### src/rtl/core/rfa_pkg.sv
// ----------------------------------------------------------------------------
// rfa_pkg
// Shared widths, register map and control structs of the ring fork arbiter.
// ----------------------------------------------------------------------------
package rfa_pkg;

	localparam int unsigned MAX_SEATS_DEF = 8;
	localparam int unsigned SEAT_W        = 3;
	localparam int unsigned MASK_W        = 8;
	localparam int unsigned CNT_W         = 4;
	localparam int unsigned ADDR_W        = 3;
	localparam int unsigned DATA_W        = 32;

	localparam logic [CNT_W-1:0]    SEAT_COUNT_RST = CNT_W'(8);
	localparam logic [ADDR_W-3:0]   REG_SEAT_COUNT = '0;

	localparam logic OP_REQUEST = 1'b0;
	localparam logic OP_RELEASE = 1'b1;

	typedef struct packed {
		logic             clr;
		logic [CNT_W-1:0] count;
	} cfg_t;

	typedef struct packed {
		logic [MASK_W-1:0] grant;
		logic [MASK_W-1:0] eating;
		logic              bad;
	} res_t;

endpackage

### src/rtl/core/rfa_regs.sv
// ----------------------------------------------------------------------------
// rfa_regs
// APB register file: seat count register; a write also clears the seat state.
// ----------------------------------------------------------------------------
module rfa_regs (
	input  logic                         clk,
	input  logic                         arst_n,
	input  logic                         psel,
	input  logic                         penable,
	input  logic                         pwrite,
	input  logic [rfa_pkg::ADDR_W-1:0]   paddr,
	input  logic [rfa_pkg::DATA_W-1:0]   pwdata,
	output logic [rfa_pkg::DATA_W-1:0]   prdata,
	output logic                         pready,
	output rfa_pkg::cfg_t                cfg
);
	import rfa_pkg::*;

	logic [CNT_W-1:0] count_q;
	logic             hit;
	logic             wr;

	assign hit    = (paddr[ADDR_W-1:2] == REG_SEAT_COUNT);
	assign wr     = psel && penable && pwrite && hit;
	assign pready = 1'b1;

	always_ff @(posedge clk or negedge arst_n) begin
		if (!arst_n) begin
			count_q <= SEAT_COUNT_RST;
		end else if (wr) begin
			count_q <= pwdata[CNT_W-1:0];
		end
	end

	always_comb begin
		prdata = '0;
		if (hit) begin
			prdata = DATA_W'(count_q);
		end
	end

	assign cfg.clr   = wr;
	assign cfg.count = count_q;

endmodule

### src/rtl/core/rfa_core.sv
// ----------------------------------------------------------------------------
// rfa_core
// Seat state registers and the combinational request/release update logic.
// ----------------------------------------------------------------------------
module rfa_core #(
	parameter int unsigned MAX_SEATS = rfa_pkg::MAX_SEATS_DEF
) (
	input  logic                       clk,
	input  logic                       arst_n,
	input  rfa_pkg::cfg_t              cfg,
	input  logic                       en,
	input  logic                       op,
	input  logic [rfa_pkg::SEAT_W-1:0] seat,
	output rfa_pkg::res_t              res
);
	import rfa_pkg::*;

	localparam int unsigned IW = $clog2(MAX_SEATS);
	localparam int unsigned CW = $clog2(MAX_SEATS + 1);
	localparam int unsigned MW = (MAX_SEATS > MASK_W) ? MAX_SEATS : MASK_W;

	logic [MAX_SEATS-1:0] hungry_q, eat_q, bl_q, br_q;
	logic [MAX_SEATS-1:0] h, e, bl, br, g;
	logic [CW-1:0]        n;
	logic [IW-1:0]        last, si, l, r, nl, nr;
	logic                 bad;
	logic [MW-1:0]        g_pad, e_pad;

	function automatic logic [IW-1:0] left_of(input logic [IW-1:0] x,
	                                          input logic [IW-1:0] lst);
		return (x == '0) ? lst : IW'(x - 1'b1);
	endfunction

	function automatic logic [IW-1:0] right_of(input logic [IW-1:0] x,
	                                           input logic [IW-1:0] lst);
		return (x == lst) ? '0 : IW'(x + 1'b1);
	endfunction

	always_comb begin
		if (32'(cfg.count) < 32'd2) begin
			n = CW'(2);
		end else if (32'(cfg.count) > 32'(MAX_SEATS)) begin
			n = CW'(MAX_SEATS);
		end else begin
			n = CW'(cfg.count);
		end
	end

	always_comb begin
		h    = hungry_q;
		e    = eat_q;
		bl   = bl_q;
		br   = br_q;
		g    = '0;
		bad  = 1'b0;
		last = IW'(n - 1'b1);
		si   = IW'(seat);
		l    = left_of(si, last);
		r    = right_of(si, last);
		nl   = '0;
		nr   = '0;
		if (8'(seat) >= 8'(n)) begin
			bad = 1'b1;
		end else if (op == OP_REQUEST) begin
			if (h[si] || e[si]) begin
				bad = 1'b1;
			end else begin
				h[si] = 1'b1;
				if (!e[l] && !e[r] && !bl[si] && !br[si]) begin
					h[si] = 1'b0;
					e[si] = 1'b1;
					br[l] = 1'b0;
					bl[r] = 1'b0;
					g[si] = 1'b1;
				end
			end
		end else begin
			if (!e[si]) begin
				bad = 1'b1;
			end else begin
				e[si] = 1'b0;
				nl = left_of(l, last);
				nr = right_of(l, last);
				if (h[l] && !e[nl] && !e[nr] && !bl[l] && !br[l]) begin
					h[l]  = 1'b0;
					e[l]  = 1'b1;
					br[nl] = 1'b0;
					bl[nr] = 1'b0;
					g[l]  = 1'b1;
				end
				if (h[l]) begin
					bl[si] = 1'b1;
				end
				nl = left_of(r, last);
				nr = right_of(r, last);
				if (h[r] && !e[nl] && !e[nr] && !bl[r] && !br[r]) begin
					h[r]  = 1'b0;
					e[r]  = 1'b1;
					br[nl] = 1'b0;
					bl[nr] = 1'b0;
					g[r]  = 1'b1;
				end
				if (h[r]) begin
					br[si] = 1'b1;
				end
			end
		end
	end

	always_ff @(posedge clk or negedge arst_n) begin
		if (!arst_n) begin
			hungry_q <= '0;
			eat_q    <= '0;
			bl_q     <= '0;
			br_q     <= '0;
		end else if (cfg.clr) begin
			hungry_q <= '0;
			eat_q    <= '0;
			bl_q     <= '0;
			br_q     <= '0;
		end else if (en) begin
			hungry_q <= h;
			eat_q    <= e;
			bl_q     <= bl;
			br_q     <= br;
		end
	end

	assign g_pad      = MW'(g);
	assign e_pad      = MW'(e);
	assign res.grant  = g_pad[MASK_W-1:0];
	assign res.eating = e_pad[MASK_W-1:0];
	assign res.bad    = bad;

endmodule

### src/rtl/core/ring_fork_arbiter.sv
// ----------------------------------------------------------------------------
// ring_fork_arbiter
// Ring arbiter: each seat shares one resource with each of its two neighbors.
//
// Input channel (in_valid/in_stall, op, seat) carries one request or release.
// Output channel (out_valid/out_stall) returns one result per request:
// grant_mask, eating_mask and bad_request.
// A request is registered in the input register at acceptance, evaluated
// against the seat state once the output register is free, and its result
// registered there. One request per cycle is taken while the output is not
// stalled, limited by the state update loop. When out_stall holds a result,
// the next request waits in the input register and in_stall rises until the
// result is taken. Reset puts every seat to thinking, clears all fairness
// flags and sets the seat count to 8. The APB seat count register must be
// written only while idle; the block does not enforce this. A write also
// puts every seat to thinking and clears all flags.
// ----------------------------------------------------------------------------
module ring_fork_arbiter #(
	parameter int unsigned MAX_SEATS = rfa_pkg::MAX_SEATS_DEF
) (
	input  logic                        clk,
	input  logic                        arst_n,
	input  logic                        in_valid,
	output logic                        in_stall,
	input  logic                        op,
	input  logic [rfa_pkg::SEAT_W-1:0]  seat,
	output logic                        out_valid,
	input  logic                        out_stall,
	output logic [rfa_pkg::MASK_W-1:0]  grant_mask,
	output logic [rfa_pkg::MASK_W-1:0]  eating_mask,
	output logic                        bad_request,
	input  logic                        psel,
	input  logic                        penable,
	input  logic                        pwrite,
	input  logic [rfa_pkg::ADDR_W-1:0]  paddr,
	input  logic [rfa_pkg::DATA_W-1:0]  pwdata,
	output logic [rfa_pkg::DATA_W-1:0]  prdata,
	output logic                        pready
);
	import rfa_pkg::*;

	cfg_t              cfg;
	res_t              res;
	logic              valid_s1, valid_s2;
	logic              op_s1;
	logic [SEAT_W-1:0] seat_s1;
	logic              adv;
	logic              in_acc;
	logic              en;

	rfa_regs u_regs (
		.clk     (clk),
		.arst_n  (arst_n),
		.psel    (psel),
		.penable (penable),
		.pwrite  (pwrite),
		.paddr   (paddr),
		.pwdata  (pwdata),
		.prdata  (prdata),
		.pready  (pready),
		.cfg     (cfg)
	);

	rfa_core #(
		.MAX_SEATS (MAX_SEATS)
	) u_core (
		.clk    (clk),
		.arst_n (arst_n),
		.cfg    (cfg),
		.en     (en),
		.op     (op_s1),
		.seat   (seat_s1),
		.res    (res)
	);

	assign adv      = !valid_s2 || !out_stall;
	assign in_stall = valid_s1 && !adv;
	assign in_acc   = in_valid && !in_stall;
	assign en       = valid_s1 && adv;

	always_ff @(posedge clk or negedge arst_n) begin
		if (!arst_n) begin
			valid_s1 <= 1'b0;
			valid_s2 <= 1'b0;
		end else begin
			if (in_acc) begin
				valid_s1 <= 1'b1;
			end else if (adv) begin
				valid_s1 <= 1'b0;
			end
			if (en) begin
				valid_s2 <= 1'b1;
			end else if (!out_stall) begin
				valid_s2 <= 1'b0;
			end
		end
	end

	always_ff @(posedge clk) begin
		if (in_acc) begin
			op_s1   <= op;
			seat_s1 <= seat;
		end
		if (en) begin
			grant_mask  <= res.grant;
			eating_mask <= res.eating;
			bad_request <= res.bad;
		end
	end

	assign out_valid = valid_s2;

`ifndef SYNTH
	a_grant_not_bad: assert property (@(posedge clk) disable iff (!arst_n)
		out_valid |-> !(bad_request && (grant_mask != '0)))
		else $error("grant reported on an ignored request");

	a_grant_eats: assert property (@(posedge clk) disable iff (!arst_n)
		out_valid |-> ((grant_mask & ~eating_mask) == '0))
		else $error("granted seat not eating");

	a_stall_needs_item: assert property (@(posedge clk) disable iff (!arst_n)
		in_stall |-> (valid_s1 && valid_s2 && out_stall))
		else $error("input stalled without a blocked result");

	a_bad_keeps_eating: assert property (@(posedge clk) disable iff (!arst_n)
		(en && res.bad && valid_s2 && !out_stall) |=> (eating_mask == $past(eating_mask)))
		else $error("ignored request changed the eating seats");
`endif

endmodule
### config.mk
export PLATFORM = sky130hd
export DESIGN_NAME = ring_fork_arbiter
export DESIGN_NICKNAME = d
export VERILOG_FILES = /design/src/rtl/core/rfa_pkg.sv /design/src/rtl/core/rfa_regs.sv /design/src/rtl/core/rfa_core.sv /design/src/rtl/core/ring_fork_arbiter.sv
export SDC_FILE = /design/constraint.sdc
export NUM_CORES = 1
export LEC_CHECK = 0
export ABC_AREA = 1
export BUFFER_PORTS_ARGS = -buffer_cell sky130_fd_sc_hd__clkbuf_2
export CAP_MARGIN = 20
export CORE_ASPECT_RATIO = 0.6
export CORE_MARGIN = 3
export CORE_UTILIZATION = 40
export DETAILED_ROUTE_END_ITERATION = 10
export GPL_TIMING_DRIVEN = 0
export PLACE_DENSITY = 0.67
export SLEW_MARGIN = 0
export SYNTH_ARGS = -nofsm -noshare
export SYNTH_HDL_FRONTEND = slang
export SYNTH_SLANG_ARGS = --single-unit
### constraint.sdc
create_clock -name clk -period 7.1 [get_ports clk]
set_clock_uncertainty 0.05 [all_clocks]
set_input_delay 1.065 -clock clk [delete_from_list [all_inputs] [get_ports clk]]
set_output_delay 1.065 -clock clk [all_outputs]
set_load 0.005 [all_outputs]
==> results_dict.tcl <==
set metrics [dict create \
    outcome "complete, no violations" \
    final-max-slew-violation-count 0 \
    clock.fmax_mhz 175 \
    antenna_found_initial 0 \
    grt_pass1_wl_um 39500 \
    synth_area_leader_cell "nand2_1" \
    grt_max_degree 39 \
    ys_ff_latch 59 \
    tightest_slew_ns 1.14 \
    cts.hold.buffers_added 0 \
    drt-total-wl_um 27000 \
    reg2reg_slack_ns 1.40 \
    cpMostUsedCell "nand2_1" \
    cts_setup_buffers 0 \
    die_h_um 101 \
    placed_cell_area_um2 6580 \
    critical_path.endpoint_type "flop" \
    critPathMaxStageDelay_ns 0.55 \
    period_minus_slack_ns 5.70 \
    final_cell_area_um2 6900 \
    ys_warn_count 0 \
    critPathArrivalTime_ns 5.92 \
    fillCellCount 1572 \
    hold_class "reg2reg" \
    avgViaCountPerCell 5.67 \
    leakage_nw 3.47 \
    hold_viol_final 0 \
    firstDrtPassIters 8 \
    num_rows 34 \
    setup-tns-final_ns 0 \
    diodes 0 \
    cts_tree "yes" \
    cts_resized 0 \
    cp_num_buf_inv 4 \
    synthDistinctLibCells 50 \
    portBuffers 38 \
    gp_congestion 1.16 \
    gr-usage-all-layers_pct 32.7 \
    ios 98 \
    drive_gt1_share_pct 15.5 \
    synth.avg_cell_area_um2 6.19 \
    cts_root_buffer "clkbuf_16" \
    async_flop_share_pct 64.4 \
    powerDensity_nw_per_um2 369 \
    htree_levels 3 \
    cp_max_fo 11 \
    syn_area_um2 6040 \
    ys.flop_type "dfrtp_1" \
    die_x_um 165 \
    ant_nets 0 \
    core_area_um2 14600 \
    ir_drop_mv 0.166 \
    initialDrtViolationCount 1109 \
    die-area_um2 16600 \
    start_kind "flop" \
    wl_per_cell_um 21.6 \
    syn_to_final_growth_pct 14.3 \
    setup_viol 0 \
    overflow 0 \
    clock_sinks 59 \
    synth_top_area_share_pct 20.3 \
    path_class "reg2reg" \
    hpwlAfterDp_um 21800 \
    drv_cap 0 \
    start_util_pct 41.2 \
    fin_nets 1109 \
    grt_pass1_vias 6193 \
    syn_inst 975 \
    cp_top_family "simple AND/OR/NAND/NOR gates" \
    finalCritPeriodShare_pct 80.3 \
    yosysMostFrequentCell "nand2_1" \
    synth_edf_count 21 \
    synth_common_cells "327 x nand2_1, 103 x nor2_1, 98 x inv_1" \
    relSlewSlack_pct 23.7 \
    clk_latency_ns 0.34 \
    cpMaxStageDelayCell "ha_1" \
    synth_area_leaders "nand2_1 20%, dfrtp_1 15%, edfxtp_1 10%, nor2_1 6.4%, inv_1 6.1%" \
    drcViolationCount 0 \
    num_vias 7122 \
    path_clk_slew_ns 0.06 \
    rsz0062_at_grt "no" \
    required_ns 7.32 \
    clockBufferDepth 2 \
    synth_seq_area_share_pct 26.2 \
    cts_buffers 9 \
]
==> sequential cells by signal, indices dropped and copies added (netlist names), 3 cells and up <==
signal and flops:
u_core.br_q 8, u_core.eat_q 8, grant_mask 8, u_regs.count_q 4, u_core.hungry_q 8, eating_mask 8
u_core.bl_q 8, seat_s1 3
==> kinds of logic after synthesis <==
logic type,after synthesis,synth area share [%]
AO/OA/AOI/OAI,170,16.7
XOR/XNOR,5,0.726
adder cells (fa/ha/maj),11,2.28
buffers and inverters,167,13.3
flip-flops,59,26.2
other,2,0.124
AND/OR/NAND/NOR,561,40.6
==> metal layers <==
| metal | wire, um | GRT usage (%) | part of all wire, % | vias to the layer above |
|---|---|---|---|---|
| li1 | - | - | - | 3296 |
| met1 | 12300 | 52.4 | 45 | 3240 |
| met2 | 9490 | 38.9 | 35 | 545 |
| met3 | 4860 | 14.5 | 18 | 39 |
| met4 | 365 | 4.70 | 1.3 | 2 |
| met5 | 46 | 2.84 | 0.17 | - |
==> stage by stage <==
step	power, mW	setup WS [ns]	hold WS [ns]	std cells	utilization, %
final	2.54	1.40	0.438	1255	47.2
after CTS	2.46	1.69	0.441	1254	47.0
after floorplan	1.51	3.07	0.384	1002	-
after detailed placement	2.00	1.71	0.417	1238	44.9
after global routing	2.67	1.11	0.481	1255	47.2
after global placement	2.01	1.66	0.404	1238	44.9
==> where the power goes <==
part	internal (mW)	total (mW)	switching, mW	leakage, nW
logic	0.405	1.44	1.03	2.64
clock network	0.274	0.457	0.183	0.146
registers	0.471	0.651	0.180	0.688
==> path summary, 6_finish.rpt <==
kind                                     endpoint               from  depth (start not counted)
worst max-delay path              u_core.eat_q[1]  u_regs.count_q[2]                         28
worst min-delay path                    out_valid           valid_s1                          2
worst max register to register    u_core.eat_q[1]  u_regs.count_q[2]                         28
worst min register to register          out_valid           valid_s1                          2
max in group asynchronous       u_regs.count_q[3]             arst_n                          2
min in group asynchronous          u_core.br_q[2]             arst_n                          1
==> worst min-delay path, stage by stage (launching register included) <==
cell and delay, ns:
dfrtp_1 0.33, inv_1 0.07, nand2_1 0.06
==> cell usage in the layout, fill, tap and decap left out, types with 29 or more instances in the layout <==
cell / n
nand2_1: 327
nor2_1: 102
inv_1: 98
nand3_1: 57
o21ai_0: 49
a21oi_1: 48
clkbuf_2: 38
buf_4: 37
dfrtp_1: 37
conb_1: 29
==> layout make-up <==
cell class	instances	area, um2	area share (%)
plain buffers	51	362	5.24
repair buffers	39	210	3.05
well taps	198	248	3.59
multi-input cells	776	3750	54.4
clock inverters	7	77.6	1.12
inverters	116	440	6.38
clock buffers	9	225	3.26
flip-flops and latches	59	1580	22.9
No activity file was read; power rests on OpenSTA's default activity.
